**src/rtl/core/soundex_stream_encoder_defines.svh**
```systemverilog
// Assertion macros shared by the Soundex stream encoder RTL.
`ifndef SOUNDEX_STREAM_ENCODER_DEFINES_SVH
`define SOUNDEX_STREAM_ENCODER_DEFINES_SVH

// Same-cycle implication, checked on every rising edge outside reset.
`define SDX_ASSERT_IMP(label, ante, cons, msg) \
  label: assert property (@(posedge clk) disable iff (!rst_n) (ante) |-> (cons)) \
    else $error(msg);

// Next-cycle implication, checked on every rising edge outside reset.
`define SDX_ASSERT_NXT(label, ante, cons, msg) \
  label: assert property (@(posedge clk) disable iff (!rst_n) (ante) |=> (cons)) \
    else $error(msg);

`endif

```
**src/rtl/core/sdx_pkg.sv**
```systemverilog
// Constants, types and the letter-to-digit table of the Soundex stream encoder.
package sdx_pkg;

  localparam int MIN_LENGTH = 4;
  localparam int CHAR_W = 8;
  localparam int DIG_W = 3;
  localparam int CNT_W = 4;
  localparam int PAD_W = (MIN_LENGTH > 2) ? $clog2(MIN_LENGTH) : 1;

  localparam logic [CHAR_W-1:0] CHAR_NUL = 8'h00;
  localparam logic [CHAR_W-1:0] CHAR_ZERO = 8'h30;
  localparam logic [CHAR_W-1:0] CASE_BIT = 8'h20;
  localparam logic [CNT_W-1:0] CNT_MAX = 4'hF;
  localparam logic [CNT_W-1:0] CNT_MIN = CNT_W'(MIN_LENGTH);

  typedef struct packed {
    logic [CHAR_W-1:0] chr;
    logic              last;
    logic [PAD_W-1:0]  pad;
  } sdx_desc_t;

  function automatic logic [DIG_W-1:0] sdx_digit(input logic [CHAR_W-1:0] ch);
    logic [CHAR_W-1:0] lc;
    logic [DIG_W-1:0]  d;
    lc = ch | CASE_BIT;
    case (lc) inside
      "b", "f", "p", "v":                     d = 3'd1;
      "c", "g", "j", "k", "q", "s", "x", "z": d = 3'd2;
      "d", "t":                               d = 3'd3;
      "l":                                    d = 3'd4;
      "m", "n":                               d = 3'd5;
      "r":                                    d = 3'd6;
      default:                                d = 3'd0;
    endcase
    return d;
  endfunction

endpackage

```
**src/rtl/core/sdx_if.sv**
```systemverilog
// Valid/ready channel interfaces for input bytes and code characters.
interface sdx_in_if;
  logic       valid;
  logic       ready;
  logic [7:0] in_char;
  logic       is_first;

  modport source (output valid, output in_char, output is_first, input ready);
  modport sink (input valid, input in_char, input is_first, output ready);
endinterface

interface sdx_out_if;
  logic       valid;
  logic       ready;
  logic [7:0] out_char;
  logic       is_last;

  modport source (output valid, output out_char, output is_last, input ready);
  modport sink (input valid, input out_char, input is_last, output ready);
endinterface

```
**src/rtl/core/sdx_encode.sv**
```systemverilog
// Input register, code state and per-byte encoding into an output descriptor.
module sdx_encode (
  input  logic               clk,
  input  logic               rst_n,
  sdx_in_if.sink             in_if,
  output logic               desc_valid,
  input  logic               desc_ready,
  output sdx_pkg::sdx_desc_t desc
);

  logic                            in_v_r;
  logic [sdx_pkg::CHAR_W-1:0]      chr_r;
  logic                            first_r;
  logic [sdx_pkg::DIG_W-1:0]       ld_r;
  logic [sdx_pkg::DIG_W-1:0]       ld_nxt;
  logic [sdx_pkg::CNT_W-1:0]       cnt_r;
  logic [sdx_pkg::CNT_W-1:0]       cnt_nxt;
  logic [sdx_pkg::DIG_W-1:0]       dig;
  logic                            has_res;
  logic                            adv;
  logic                            take;

  assign dig = sdx_pkg::sdx_digit(chr_r);

  always_comb begin
    has_res = 1'b0;
    ld_nxt = ld_r;
    cnt_nxt = cnt_r;
    desc.chr = sdx_pkg::CHAR_NUL;
    desc.last = 1'b0;
    desc.pad = '0;
    if (first_r) begin
      ld_nxt = '0;
      has_res = 1'b1;
      if (chr_r == sdx_pkg::CHAR_NUL) begin
        desc.last = 1'b1;
        cnt_nxt = '0;
      end else begin
        desc.chr = (chr_r >= "a" && chr_r <= "z") ? (chr_r & ~sdx_pkg::CASE_BIT) : chr_r;
        cnt_nxt = 4'd1;
      end
    end else if (chr_r == sdx_pkg::CHAR_NUL) begin
      has_res = 1'b1;
      desc.last = 1'b1;
      if (cnt_r != '0 && cnt_r < sdx_pkg::CNT_MIN) begin
        desc.pad = sdx_pkg::PAD_W'(sdx_pkg::CNT_MIN - cnt_r);
      end
      ld_nxt = '0;
      cnt_nxt = '0;
    end else if (cnt_r != '0 && dig != '0 && dig != ld_r) begin
      has_res = 1'b1;
      desc.chr = sdx_pkg::CHAR_ZERO + sdx_pkg::CHAR_W'(dig);
      ld_nxt = dig;
      cnt_nxt = (cnt_r == sdx_pkg::CNT_MAX) ? cnt_r : cnt_r + 4'd1;
    end
  end

  assign desc_valid = in_v_r && has_res;
  assign adv = in_v_r && (!has_res || desc_ready);
  assign in_if.ready = !in_v_r || adv;
  assign take = in_if.valid && in_if.ready;

  always_ff @(posedge clk) begin
    if (!rst_n) begin
      in_v_r <= 1'b0;
      ld_r <= '0;
      cnt_r <= '0;
    end else begin
      if (take) begin
        in_v_r <= 1'b1;
      end else if (adv) begin
        in_v_r <= 1'b0;
      end
      if (adv) begin
        ld_r <= ld_nxt;
        cnt_r <= cnt_nxt;
      end
    end
  end

  always_ff @(posedge clk) begin
    if (take) begin
      chr_r <= in_if.in_char;
      first_r <= in_if.is_first;
    end
  end

endmodule

```
**src/rtl/core/sdx_serial.sv**
```systemverilog
// Output register that plays out pad digits and then the held character.
module sdx_serial (
  input  logic               clk,
  input  logic               rst_n,
  input  logic               desc_valid,
  output logic               desc_ready,
  input  sdx_pkg::sdx_desc_t desc,
  sdx_out_if.source          out_if
);

  logic                          ov_r;
  logic [sdx_pkg::CHAR_W-1:0]    chr_r;
  logic                          last_r;
  logic [sdx_pkg::PAD_W-1:0]     pad_r;
  logic                          pad_on;

  assign pad_on = pad_r != '0;
  assign desc_ready = !ov_r || (!pad_on && out_if.ready);

  assign out_if.valid = ov_r;
  assign out_if.out_char = pad_on ? sdx_pkg::CHAR_ZERO : chr_r;
  assign out_if.is_last = !pad_on && last_r;

  always_ff @(posedge clk) begin
    if (!rst_n) begin
      ov_r <= 1'b0;
      pad_r <= '0;
    end else if (desc_valid && desc_ready) begin
      ov_r <= 1'b1;
      pad_r <= desc.pad;
    end else if (ov_r && out_if.ready) begin
      if (pad_on) begin
        pad_r <= pad_r - 1'b1;
      end else begin
        ov_r <= 1'b0;
      end
    end
  end

  always_ff @(posedge clk) begin
    if (desc_valid && desc_ready) begin
      chr_r <= desc.chr;
      last_r <= desc.last;
    end
  end

endmodule

```
**src/rtl/core/soundex_stream_encoder.sv**
```systemverilog
// Top level of the streaming Soundex encoder.
//  channel  | direction | payload             | handshake
//  in_if    | input     | in_char, is_first   | valid / ready
//  out_if   | output    | out_char, is_last   | valid / ready
// A byte is encoded in the cycle after it is taken, and one byte is taken every cycle unless a stalled output holds it.
// Each code character leaves the output register one per cycle while out_if.ready is high.
// A terminator plays out up to MIN_LENGTH - 1 pad digits before the zero byte,
// holding back a waiting byte that yields a character until they are out.
// Reset is synchronous; it empties both registers and clears the code state.
// A stalled output holds the input only when the waiting byte yields a character.
`include "soundex_stream_encoder_defines.svh"

module soundex_stream_encoder (
  input  logic      clk,
  input  logic      rst_n,
  sdx_in_if.sink    in_if,
  sdx_out_if.source out_if
);

  logic               desc_valid;
  logic               desc_ready;
  sdx_pkg::sdx_desc_t desc;

  sdx_encode u_encode (
    .clk        (clk),
    .rst_n      (rst_n),
    .in_if      (in_if),
    .desc_valid (desc_valid),
    .desc_ready (desc_ready),
    .desc       (desc)
  );

  sdx_serial u_serial (
    .clk        (clk),
    .rst_n      (rst_n),
    .desc_valid (desc_valid),
    .desc_ready (desc_ready),
    .desc       (desc),
    .out_if     (out_if)
  );

  `SDX_ASSERT_IMP(a_last_is_nul, out_if.valid && out_if.is_last,
                  out_if.out_char == sdx_pkg::CHAR_NUL, "terminator is not a zero byte")
  `SDX_ASSERT_NXT(a_desc_lands, desc_valid && desc_ready, out_if.valid,
                  "loaded item did not reach the output")
  `SDX_ASSERT_IMP(a_ready_free, !desc_valid, in_if.ready, "input stalled with nothing to emit")

endmodule
```
**src/flat_wrapper.sv**
```systemverilog
// flat-port wrapper written by rule: the top's interface ports become plain ports
module soundex_stream_encoder_flat 
  (clk, rst_n, in_if_valid, in_if_in_char, in_if_is_first, in_if_ready, out_if_valid, out_if_out_char, out_if_is_last, out_if_ready);
  sdx_in_if in_if_i ();
  sdx_out_if out_if_i ();
  input  logic clk;
  input  logic rst_n;
  input wire logic [$bits(in_if_i.valid)-1:0] in_if_valid;
  input wire logic [$bits(in_if_i.in_char)-1:0] in_if_in_char;
  input wire logic [$bits(in_if_i.is_first)-1:0] in_if_is_first;
  output wire logic [$bits(in_if_i.ready)-1:0] in_if_ready;
  output wire logic [$bits(out_if_i.valid)-1:0] out_if_valid;
  output wire logic [$bits(out_if_i.out_char)-1:0] out_if_out_char;
  output wire logic [$bits(out_if_i.is_last)-1:0] out_if_is_last;
  input wire logic [$bits(out_if_i.ready)-1:0] out_if_ready;
  assign in_if_i.valid = in_if_valid;
  assign in_if_i.in_char = in_if_in_char;
  assign in_if_i.is_first = in_if_is_first;
  assign in_if_ready = in_if_i.ready;
  assign out_if_valid = out_if_i.valid;
  assign out_if_out_char = out_if_i.out_char;
  assign out_if_is_last = out_if_i.is_last;
  assign out_if_i.ready = out_if_ready;
  soundex_stream_encoder u_core (.clk(clk), .rst_n(rst_n), .in_if(in_if_i), .out_if(out_if_i));
endmodule
```
**config.mk**
```make
export PLATFORM = sky130hd
export DESIGN_NAME = soundex_stream_encoder_flat
export DESIGN_NICKNAME = d
export VERILOG_FILES = /design/src/rtl/core/sdx_pkg.sv /design/src/rtl/core/sdx_if.sv /design/src/rtl/core/sdx_encode.sv /design/src/rtl/core/sdx_serial.sv /design/src/rtl/core/soundex_stream_encoder.sv /design/src/flat_wrapper.sv
export VERILOG_INCLUDE_DIRS = /design/src /design/src/rtl/core
export SDC_FILE = /design/constraint.sdc
export NUM_CORES = 1
export LEC_CHECK = 0
export CORE_ASPECT_RATIO = 0.75
export CORE_MARGIN = 10
export CORE_UTILIZATION = 49
export CTS_BUF_LIST = sky130_fd_sc_hd__clkbuf_2
export CTS_CLUSTER_SIZE = 40
export DETAILED_ROUTE_END_ITERATION = 12
export DONT_BUFFER_PORTS = 1
export PLACE_DENSITY = 0.73
export SLEW_MARGIN = 25
export SYNTH_ARGS = -nofsm -noshare
export SYNTH_HDL_FRONTEND = slang
export SYNTH_HIERARCHICAL = 1
export SYNTH_SLANG_ARGS = --single-unit
```
**constraint.sdc**
```tcl
create_clock -name clk -period 6.85 [get_ports clk]
set_input_delay 1.0275 -clock clk [delete_from_list [all_inputs] [get_ports clk]]
set_output_delay 1.0275 -clock clk [all_outputs]
set_load 0.03 [all_outputs]
```
==> results of run 1 <==
[per-stage QoR]
step	instances	hold slack (ns)	cell area [um^2]
CTS	250	0.500	1930
floorplan	199	0.451	1880
detailed placement	242	0.480	1900
finish	250	0.496	1930
global route	250	0.523	1930
global placement	242	0.471	1900
[worst max-delay path, cell delays in order, from the launching register on]
cell and delay, ns:
edfxtp_1 0.58, or4_1 0.59, nor3_2 0.34, or2_2 0.23, a31oi_1 0.05, o21ai_1 0.18, nand2_1 0.26
[flip-flops by register name, summed over array words and instances (netlist names)]
signal and cells:
u_core/u_encode/chr_r 8, u_core/u_serial/chr_r 8, u_core/u_encode/cnt_r 4, u_core/u_encode/ld_r 3
u_core/u_serial/pad_r 2, u_core/u_encode/first_r 1, u_core/u_encode/in_v_r 1, u_core/u_serial/last_r 1
u_core/u_serial/out_if.valid 1
[where the power goes]
group | switching [mW] | internal [mW] | total (mW)
combinational | 0.0279 | 0.0150 | 0.0429
sequential | 0.00929 | 0.192 | 0.202
clock | 0.0584 | 0.0223 | 0.0806
total | 0.0955 | 0.230 | 0.325
[synthesized netlist by cell type (2+ instances only)]
master     n  area share [%]
edfxtp_1  18              29
nand2_1   16             3.2
inv_1     14             2.8
and2_1    13             4.3
nor2_1    12             2.4
dfxtp_1   11              12
o21ai_0    9             2.4
nand2b_1   8             2.7
a21oi_1    5             1.3
buf_2      5             1.3
a32o_1     4             2.1
nand3_1    4             1.1
or3_1      4             1.3
a221oi_1   3             1.4
a31oi_1    3             1.0
and3_1     3             1.0
and4bb_2   3             2.0
ha_1       3             2.0
nor2b_1    3             1.0
nor4_1     3             1.0
o211ai_1   3             1.2
o22ai_1    3             1.0
o31a_1     3             1.4
a211oi_1   2            0.80
a221o_1    2             1.1
and4_1     2            0.93
clkbuf_1   2            0.40
nor3_1     2            0.53
nor3_2     2             1.1
or2_2      2            0.67
or2b_1     2            0.80
or4_1      2            0.80
[worst paths after layout]
check	startpoint	to	slack, ns	cells after the start
min	u_core/u_serial/pad_r[1]$_SDFFE_PN0P_	u_core/u_serial/pad_r[1]$_SDFFE_PN0P_	0.50	2
max	u_core/u_encode/chr_r[4]$_DFFE_PP_	in_if_ready	3.24	6
min reg2reg	u_core/u_serial/pad_r[1]$_SDFFE_PN0P_	u_core/u_serial/pad_r[1]$_SDFFE_PN0P_	0.50	2
max reg2reg	u_core/u_encode/chr_r[4]$_DFFE_PP_	u_core/u_serial/chr_r[4]$_DFFE_PP_	3.76	7
[logic make-up after synthesis]
kind of cell	Yosys count	share of synthesized area [%]
AND/OR/NAND/NOR	87	28.1
multiplexers	1	0.599
buffers and inverters	24	5.73
flip-flops	29	40.5
AO/OA/AOI/OAI	55	23.1
adder cells (fa/ha/maj)	3	2.00
[layout make-up]
class                      count  area (um^2)
clock buffer                   5         25.0
timing repair buffer           1         7.51
clock inverter                 3         12.5
fill                         345         1750
tap                           52         65.1
sequential                    29          761
multi-input combinational    146         1010
inverter                      14         52.6
[metal layers]
layer / wire [um] / GRT usage, % / part of all wire, %
met5: 0 / 0 / 0
met4: 63 / 5.03 / 1.5
met3: 403 / 5.09 / 9.9
met2: 1730 / 17.7 / 43
met1: 1870 / 15.4 / 46
==> results_dict.tcl, run 1 <==
set metrics [dict create \
    place_congestion 0.914 \
    die_w_um 91.5 \
    coreArea_um2 3680 \
    cp-start-kind "flop" \
    slew_headroom_pct 64.5 \
    row_count 19 \
    period_share_pct 52.6 \
    clock_latency_ns 0.36 \
    worstSetupPathType "reg2out" \
    dpl.hpwl_mm 3.07 \
    antenna_found_initial 0 \
    syn_area_per_cell_um2 9.44 \
    fp.dieH_um 73.6 \
    postCtsHoldBufs 0 \
    synthFlopType "edfxtp_1" \
    hold_viol_final 0 \
    clockBufferDepth 2 \
    clkSlewWorstSetupHoldPaths_ns 0.16 \
    cts_setup_buffers 0 \
    ioPinCount 24 \
    hold_path_class "reg2reg" \
    overflow 0 \
    setup_tns_ns 0 \
    drv_cap 0 \
    clock_skew_ns 0.0177 \
    synthesis.nets 215 \
    diodes 0 \
    power_density_nw_per_um2 168 \
    port_buffers 0 \
    cts_resized 0 \
    yosysWarnings 6 \
    pre_cts_slack_ns 3.64 \
    grt_util_all_layers_pct 12.1 \
    drive_gt1_share_pct 12.1 \
    syn_to_final_growth_pct 2.93 \
    totalWireLength_mm 4.07 \
    cts.sinks 29 \
    syn_area_um2 1880 \
    leakagePower_nw 0.617 \
    start_util_pct 51.0 \
    fp.dieArea_um2 6740 \
    rsz0062_at_grt "no" \
    via_per_inst 6.12 \
    grt_pass1_wl_mm 6.67 \
    slew_violations 0 \
    fin_crit_ns 3.61 \
    ys_seq_elements 29 \
    finalWorstSetupSlack_ns 3.24 \
    synth_cells 199 \
    vias 1531 \
    required_ns 5.82 \
    cp-end-kind "output port" \
    ys_types 60 \
    synth-edff-count 18 \
    final_common_cell "edfxtp_1" \
    cp_data_arrival_time_ns 2.58 \
    synth_seq_area_share_pct 40.5 \
    root_buffer "clkbuf_2" \
    worst_pin_slew_ns 0.531 \
    cts_tree "yes" \
    clock.fmax_ghz 0.277 \
    htree_levels 2 \
    grt_pass1_vias 1395 \
    peakVddDrop_mv 0.102 \
    cts_buffers 5 \
    ant_nets 0 \
    layout_common_cells "18 x edfxtp_1, 16 x nand2_1, 14 x inv_1" \
    status "finished, final reports clean" \
    setup_viol 0 \
    layout.nets 213 \
    first_pass_iters 4 \
    first_iter_violations 169 \
    async_flop_share_pct 0 \
    routedWlPerCell_um 16.3 \
    power_mw 0.325 \
    crit_fanout 13 \
    remaining_drc_errors 0 \
    post-route-util_pct 52.5 \
    grt_start_max_net_pins 18 \
]
No activity file was read; power rests on OpenSTA's default activity.
==> run 2, diff against run 1 <==
--- a/config.mk
+++ b/config.mk
@@ -6,6 +6,7 @@
 export SDC_FILE = /design/constraint.sdc
 export NUM_CORES = 1
 export LEC_CHECK = 0
+export ABC_AREA = 1
 export CORE_ASPECT_RATIO = 0.75
 export CORE_MARGIN = 10
 export CORE_UTILIZATION = 49
@@ -13,7 +14,7 @@
 export CTS_CLUSTER_SIZE = 40
 export DETAILED_ROUTE_END_ITERATION = 12
 export DONT_BUFFER_PORTS = 1
-export PLACE_DENSITY = 0.73
+export PLACE_DENSITY = 0.75
 export SLEW_MARGIN = 25
 export SYNTH_ARGS = -nofsm -noshare
 export SYNTH_HDL_FRONTEND = slang
==> constraint.sdc (replaced) <==
create_clock -name clk -period 3.07 [get_ports clk]
set_input_delay 0.4605 -clock clk [delete_from_list [all_inputs] [get_ports clk]]
set_output_delay 0.4605 -clock clk [all_outputs]
set_load 0.03 [all_outputs]
==> run 2 against run 1 <==
Net effect:
- clock power grew 130%
- die area shrank 5.5%
- worst hold slack got worse by 0.31 ns
- count of clock-buffer cells in the layout increased by 2
- clock skew rose by 0.0049 ns
- via count fell by 8.0%
- largest power group unchanged
==> results_dict.tcl, run 2 <==
set metrics [dict create \
    status "finished, final reports clean" \
    vias 1409 \
    worst_path_dominant_cell_family "simple AND/OR/NAND/NOR gates" \
    synthTopCellsByArea "edfxtp_1 31%, nand2_1 14%, dfxtp_1 13%" \
    synth_seq_area_share_pct 43.6 \
    slew_headroom_pct 63.5 \
    final_common_cell "nand2_1" \
    synth.area.mux_share_pct 0 \
    yosys.area.top_type "edfxtp_1" \
    cts.sinks 29 \
    start_util_pct 52.0 \
    first_pass_iters 4 \
    setup_viol 0 \
    syn_area_um2 1740 \
    clock_skew_ns 0.0226 \
    power_frac_seq_pct 58.2 \
    synthAdderAreaFrac_pct 2.15 \
    drv_cap 0 \
    synthFlopType "edfxtp_1" \
    hold_end "u_core/u_encode/chr_r[5]$_DFFE_PP_" \
    cts_tree "yes" \
    multi_input_area_um2 813 \
    p_switching_mw 0.246 \
    cts_resized 0 \
    critical_path.max_stage_delay_ns 0.52 \
    reg2reg_depth 14 \
    drive_gt1_share_pct 15.6 \
    fp.dieH_um 71.7 \
    clock.fmax_ghz 0.375 \
    fillers 312 \
    regArea_um2 761 \
    syn_to_final_growth_pct 3.95 \
    layout.nets 252 \
    worstSetupPathType "reg2out" \
    place_congestion 0.942 \
    internal_power_mw 0.536 \
    row_count 18 \
    yosysMostFrequentCell "nand2_1" \
    ys_types 33 \
    clockBufferDepth 2 \
    ant_nets 0 \
    die_w_um 88.9 \
    dpl.hpwl_mm 2.69 \
    setup_tns_ns 0 \
    rr_startpoint "u_core/u_encode/chr_r[7]$_DFFE_PP_" \
    worstReg2RegEnd "u_core/u_serial/chr_r[2]$_DFFE_PP_" \
    routedWlPerCell_um 12.1 \
    hold_viol_final 0 \
    synth_cells 232 \
    postCtsHoldBufs 0 \
    hp-start "in_if_in_char[5]" \
    htree_levels 2 \
    rrSetupSlack_ns 0.53 \
    remaining_drc_errors 0 \
    pre_cts_slack_ns 0.566 \
    crit_buf_inv 2 \
    synthesis.nets 248 \
    fp.dieArea_um2 6370 \
    syn_area_per_cell_um2 7.52 \
    power_density_nw_per_um2 432 \
    power_mw 0.782 \
    crit_fanout 5 \
    clock_latency_ns 0.36 \
    cts_buffers 5 \
    root_buffer "clkbuf_2" \
    synth.top_cell.area_share_pct 31.0 \
    synth-edff-count 18 \
    grt_util_all_layers_pct 11.2 \
    async_flop_share_pct 0 \
    coreArea_um2 3360 \
    grt_pass1_wl_mm 5.54 \
    holdPathStages 0 \
    power_frac_clock_pct 23.7 \
    totalWireLength_mm 3.36 \
    layout_common_cells "67 x nand2_1, 33 x inv_1, 31 x nor2_1" \
    cpMostUsedCell "nand2_1" \
    grt_start_max_net_pins 12 \
    fin_crit_ns 2.67 \
    largest_registers "u_core/u_encode/chr_r (8), u_core/u_serial/chr_r (8), u_core/u_encode/cnt_r (4)" \
    synthTopCellsByCount "67 x nand2_1, 33 x inv_1, 31 x nor2_1" \
    hold_path_class "in2reg" \
    comb_power_share_pct 18.1 \
    via_per_inst 5.09 \
    cts_setup_buffers 0 \
    rsz0062_at_grt "no" \
    period_share_pct 86.9 \
    diodes 0 \
    clkSlewWorstSetupHoldPaths_ns 0.15 \
    first_iter_violations 136 \
    synth_top_family_by_area "simple AND/OR/NAND/NOR gates" \
    p_sw_share_pct 31.4 \
    leakagePower_nw 0.889 \
    finalWorstSetupSlack_ns 0.402 \
    synth_xor_xnor_area_share_pct 1.00 \
    synth_compound_gate_area_share_pct 6.46 \
    antenna_found_initial 0 \
    peakVddDrop_mv 0.277 \
    port_buffers 0 \
    worst_pin_slew_ns 0.548 \
    grt_pass1_vias 1244 \
    synth-simple-area-share_pct 37.0 \
    ioPinCount 24 \
    overflow 0 \
    cp_slowest_cell "edfxtp_1" \
    required_ns 2.61 \
    whs_ns 0.181 \
    cp-end-kind "output port" \
    ys_seq_elements 29 \
    cp-start-kind "flop" \
    yosysWarnings 6 \
    slew_violations 0 \
    worstPathCellList "inv_2 -> nand2_1 -> nor2_4 -> nand3_1 -> nand2_1 -> inv_1 -> nand2_1 -> o21a_2 -> nand2_4 -> nand2_4 -> nand2_2 -> or2_4" \
    cp_data_arrival_time_ns 2.21 \
]
==> run 2: changes by cell type after synthesis, moves of 5 or more <==
cell and delta:
nor2_1 +19, nand2_2 +6, o21ai_0 -5, and2_1 -13, nand3_1 +10, inv_1 +19
nand2b_1 -8, nand2_1 +51, inv_2 +6
==> run 2: kinds of logic after synthesis <==
logic type / Yosys count
and+or+nand+nor: 138
buffers and inverters: 43
DFF: 29
AOI/OAI and AO/OA: 17
adders and majority gates: 3
xor gates and xnor gates: 2
==> run 2: worst max path at each step <==
| stage | from | to | cells after the start | slack, ns |
|---|---|---|---|---|
| final | u_core/u_encode/chr_r[7]$_DFFE_PP_ | in_if_ready | 12 | 0.40 |
| after detailed placement | u_core/u_encode/chr_r[7]$_DFFE_PP_ | u_core/u_serial/chr_r[7]$_DFFE_PP_ | 14 | 0.57 |
| after CTS | u_core/u_encode/chr_r[7]$_DFFE_PP_ | in_if_ready | 12 | 0.38 |
| after global routing | u_core/u_encode/chr_r[7]$_DFFE_PP_ | in_if_ready | 12 | 0.22 |
| after floorplan | u_core/u_encode/chr_r[7]$_DFFE_PP_ | u_core/u_serial/chr_r[0]$_DFFE_PP_ | 14 | 0.85 |
| after global placement | u_core/u_encode/chr_r[3]$_DFFE_PP_ | u_core/u_serial/chr_r[7]$_DFFE_PP_ | 9 | 0.65 |
==> run 2: final cells by class <==
| class | instances | area share (%) |
|---|---|---|
| multi-input combinational | 160 | 44.9 |
| clock buffer | 7 | 1.93 |
| tap | 40 | 2.76 |
| inverter | 40 | 8.28 |
| clock inverter | 1 | 0.207 |
| sequential | 29 | 42.0 |
==> run 2: power by group through the flow <==
| stage | registers, mW | logic, mW | clock network (mW) |
|---|---|---|---|
| 2_1_floorplan | 0.459 | 0.128 | 0 |
| 3_3_place_gp | 0.464 | 0.141 | 0 |
| 3_5_place_dp | 0.464 | 0.142 | 0 |
| 4_1_cts | 0.456 | 0.142 | 0.194 |
| 5_1_grt | 0.459 | 0.160 | 0.210 |
| 6_report | 0.456 | 0.142 | 0.185 |
==> run 2: through the flow <==
step	cell area, um^2	util, %	instances
floorplan	1740	-	232
global placement	1770	52.9	269
detailed placement	1770	52.9	269
CTS	1810	54.0	277
global route	1810	54.0	277
finish	1810	54.0	277
==> run 2: routing by layer <==
layer	global-route usage (%)	part of all wire (%)	vias up	wire, um
li1	-	-	731	-
met1	14.7	50	617	1670
met2	15.2	39	53	1320
met3	4.75	9.1	8	306
met4	5.55	1.8	0	59
met5	0	0	-	0
==> run 3, diff against run 2 <==
--- a/config.mk
+++ b/config.mk
@@ -7,6 +7,7 @@
 export NUM_CORES = 1
 export LEC_CHECK = 0
 export ABC_AREA = 1
+export CAP_MARGIN = 20
 export CORE_ASPECT_RATIO = 0.75
 export CORE_MARGIN = 10
 export CORE_UTILIZATION = 49
@@ -14,7 +15,8 @@
 export CTS_CLUSTER_SIZE = 40
 export DETAILED_ROUTE_END_ITERATION = 12
 export DONT_BUFFER_PORTS = 1
-export PLACE_DENSITY = 0.75
+export HOLD_SLACK_MARGIN = 0.03
+export PLACE_DENSITY = 0.74
 export SLEW_MARGIN = 25
 export SYNTH_ARGS = -nofsm -noshare
 export SYNTH_HDL_FRONTEND = slang
==> run 3 against run 2 <==
Net effect:
- via count shrank 4.0%
- clock power barely moved
- combinational power hardly changed
- sequential cell count unchanged
- power increased by 0.20%
- final cell count stayed put
- register-to-register slack worse by 0.03 ns
- final area is essentially flat
- sequential power hardly changed
- worst setup slack gained 0.0017 ns
- largest cell class unchanged
- global-route usage is essentially flat
- highest routed layer unchanged
- utilization about the same
==> results_dict.tcl, run 3 (synthesis results as in run 2) <==
set metrics [dict create \
    clkSlewWorstSetupHoldPaths_ns 0.15 \
    cp-start-kind "flop" \
    fp.dieArea_um2 6370 \
    grt_util_all_layers_pct 11.2 \
    place_congestion 0.953 \
    leakagePower_nw 0.891 \
    cts_resized 0 \
    totalWireLength_mm 3.28 \
    dpl-instance-area_um2 1770 \
    cts.sinks 29 \
    diodes 0 \
    worstSetupPathType "reg2out" \
    required_ns 2.61 \
    first_pass_iters 5 \
    slew_headroom_pct 60.9 \
    crit_buf_inv 2 \
    clockBufferDepth 2 \
    comb_power_share_pct 18.0 \
    drv_cap 0 \
    worst_path_dominant_cell_family "simple AND/OR/NAND/NOR gates" \
    cts_buffers 5 \
    fin_crit_ns 2.67 \
    worst_pin_slew_ns 0.587 \
    row_count 18 \
    antenna_found_initial 0 \
    p_sw_share_pct 32.0 \
    grt_start_max_net_pins 12 \
    htree_levels 2 \
    internal_power_mw 0.533 \
    p_switching_mw 0.251 \
    critical_path.max_stage_delay_ns 0.53 \
    hold_path_class "in2reg" \
    syn_to_final_growth_pct 4.02 \
    ioPinCount 24 \
    hold_viol_final 0 \
    drive_gt1_share_pct 16.0 \
    slew_violations 0 \
    first_iter_violations 92 \
    remaining_drc_errors 0 \
    clock_skew_ns 0.0157 \
    power_frac_seq_pct 58.2 \
    post-route-util_pct 54.1 \
    cts_setup_buffers 0 \
    peakVddDrop_mv 0.227 \
    clock.fmax_ghz 0.375 \
    root_buffer "clkbuf_2" \
    grt_pass1_vias 1262 \
    cp_slowest_cell "edfxtp_1" \
    cts_tree "yes" \
    routedWlPerCell_um 11.8 \
    drt-met1-wl_mm 1.72 \
    cpMostUsedCell "nand2_1" \
    worstPathCellList "inv_2 -> nand2_1 -> nor2_4 -> nand3_1 -> nand2_1 -> inv_1 -> nand2_1 -> o21a_2 -> nand2_4 -> nand2_4 -> nand2_2 -> or2_4" \
    rsz0062_at_grt "no" \
    cp-end-kind "output port" \
    via_per_inst 4.88 \
    dpl.hpwl_mm 2.63 \
    clock_latency_ns 0.35 \
    coreArea_um2 3360 \
    power_density_nw_per_um2 432 \
    met3WireLength_um 297 \
    wl_met2_mm 1.23 \
    setup_tns_ns 0 \
    die_w_um 88.9 \
    overflow 0 \
    vias 1353 \
    ant_nets 0 \
    fp.dieH_um 71.7 \
    period_share_pct 86.8 \
    power_frac_clock_pct 23.8 \
    crit_fanout 5 \
    setup_viol 0 \
    final_common_cell "nand2_1" \
    design_area_um2 1810 \
    layout.nets 252 \
    port_buffers 0 \
    routed.top_layer "met4" \
    start_util_pct 52.0 \
    status "finished, final reports clean" \
    fillers 306 \
    layout_common_cells "67 x nand2_1, 33 x inv_1, 31 x nor2_1" \
    postCtsHoldBufs 0 \
    largest_registers "u_core/u_encode/chr_r (8), u_core/u_serial/chr_r (8), u_core/u_encode/cnt_r (4)" \
    cp_data_arrival_time_ns 2.21 \
    grt_pass1_wl_mm 5.70 \
]
run 3: changes by cell type in the layout (fill, tap and decap cells not counted):
| cell | before | now |
|---|---|---|
| clkinv_2 | 0 | 2 |
| clkinv_1 | 2 | 1 |
| clkbuf_2 | 7 | 6 |
run 3: final cells by class:
class / instances / area (um^2) / area share [%]
Sequential cell: 29 / 761 / 41.9
Tap cell: 40 / 50.0 / 2.76
Clock buffer: 6 / 30.0 / 1.66
Inverter: 40 / 150 / 8.28
Multi-Input combinational cell: 160 / 813 / 44.8
Clock inverter: 2 / 10.0 / 0.552
run 3: final timing paths:
check / depth (start not counted) / startpoint / end / slack, ns
max: 12 / u_core/u_encode/chr_r[7]$_DFFE_PP_ / in_if_ready / 0.40
min: 0 / in_if_in_char[5] / u_core/u_encode/chr_r[5]$_DFFE_PP_ / 0.19
max reg2reg: 14 / u_core/u_encode/chr_r[7]$_DFFE_PP_ / u_core/u_serial/chr_r[7]$_DFFE_PP_ / 0.50
min reg2reg: 4 / u_core/u_serial/pad_r[1]$_SDFFE_PN0P_ / u_core/u_serial/pad_r[1]$_SDFFE_PN0P_ / 0.54
run 3: through the flow:
step	hold WS, ns	worst slack [ns]	cells	power, mW
floorplan	0.503	0.847	232	0.587
global placement	0.520	0.642	269	0.605
detailed placement	0.523	0.547	269	0.606
CTS	0.162	0.378	277	0.795
global route	0.145	0.202	277	0.833
finish	0.194	0.404	277	0.784
run 3: power by group through the flow:
stage | sequential, mW | clock, mW | combinational [mW]
final | 0.456 | 0.187 | 0.141
after global routing | 0.459 | 0.213 | 0.162
after CTS | 0.456 | 0.197 | 0.143
after detailed placement | 0.464 | 0 | 0.142
after global placement | 0.464 | 0 | 0.141
after floorplan | 0.459 | 0 | 0.128
run 3: metal layers:
layer	GRT usage [%]	vias up
met2	15.5	52
met1	15.0	566
met4	4.47	0
met5	0	-
met3	4.63	5
li1	-	730
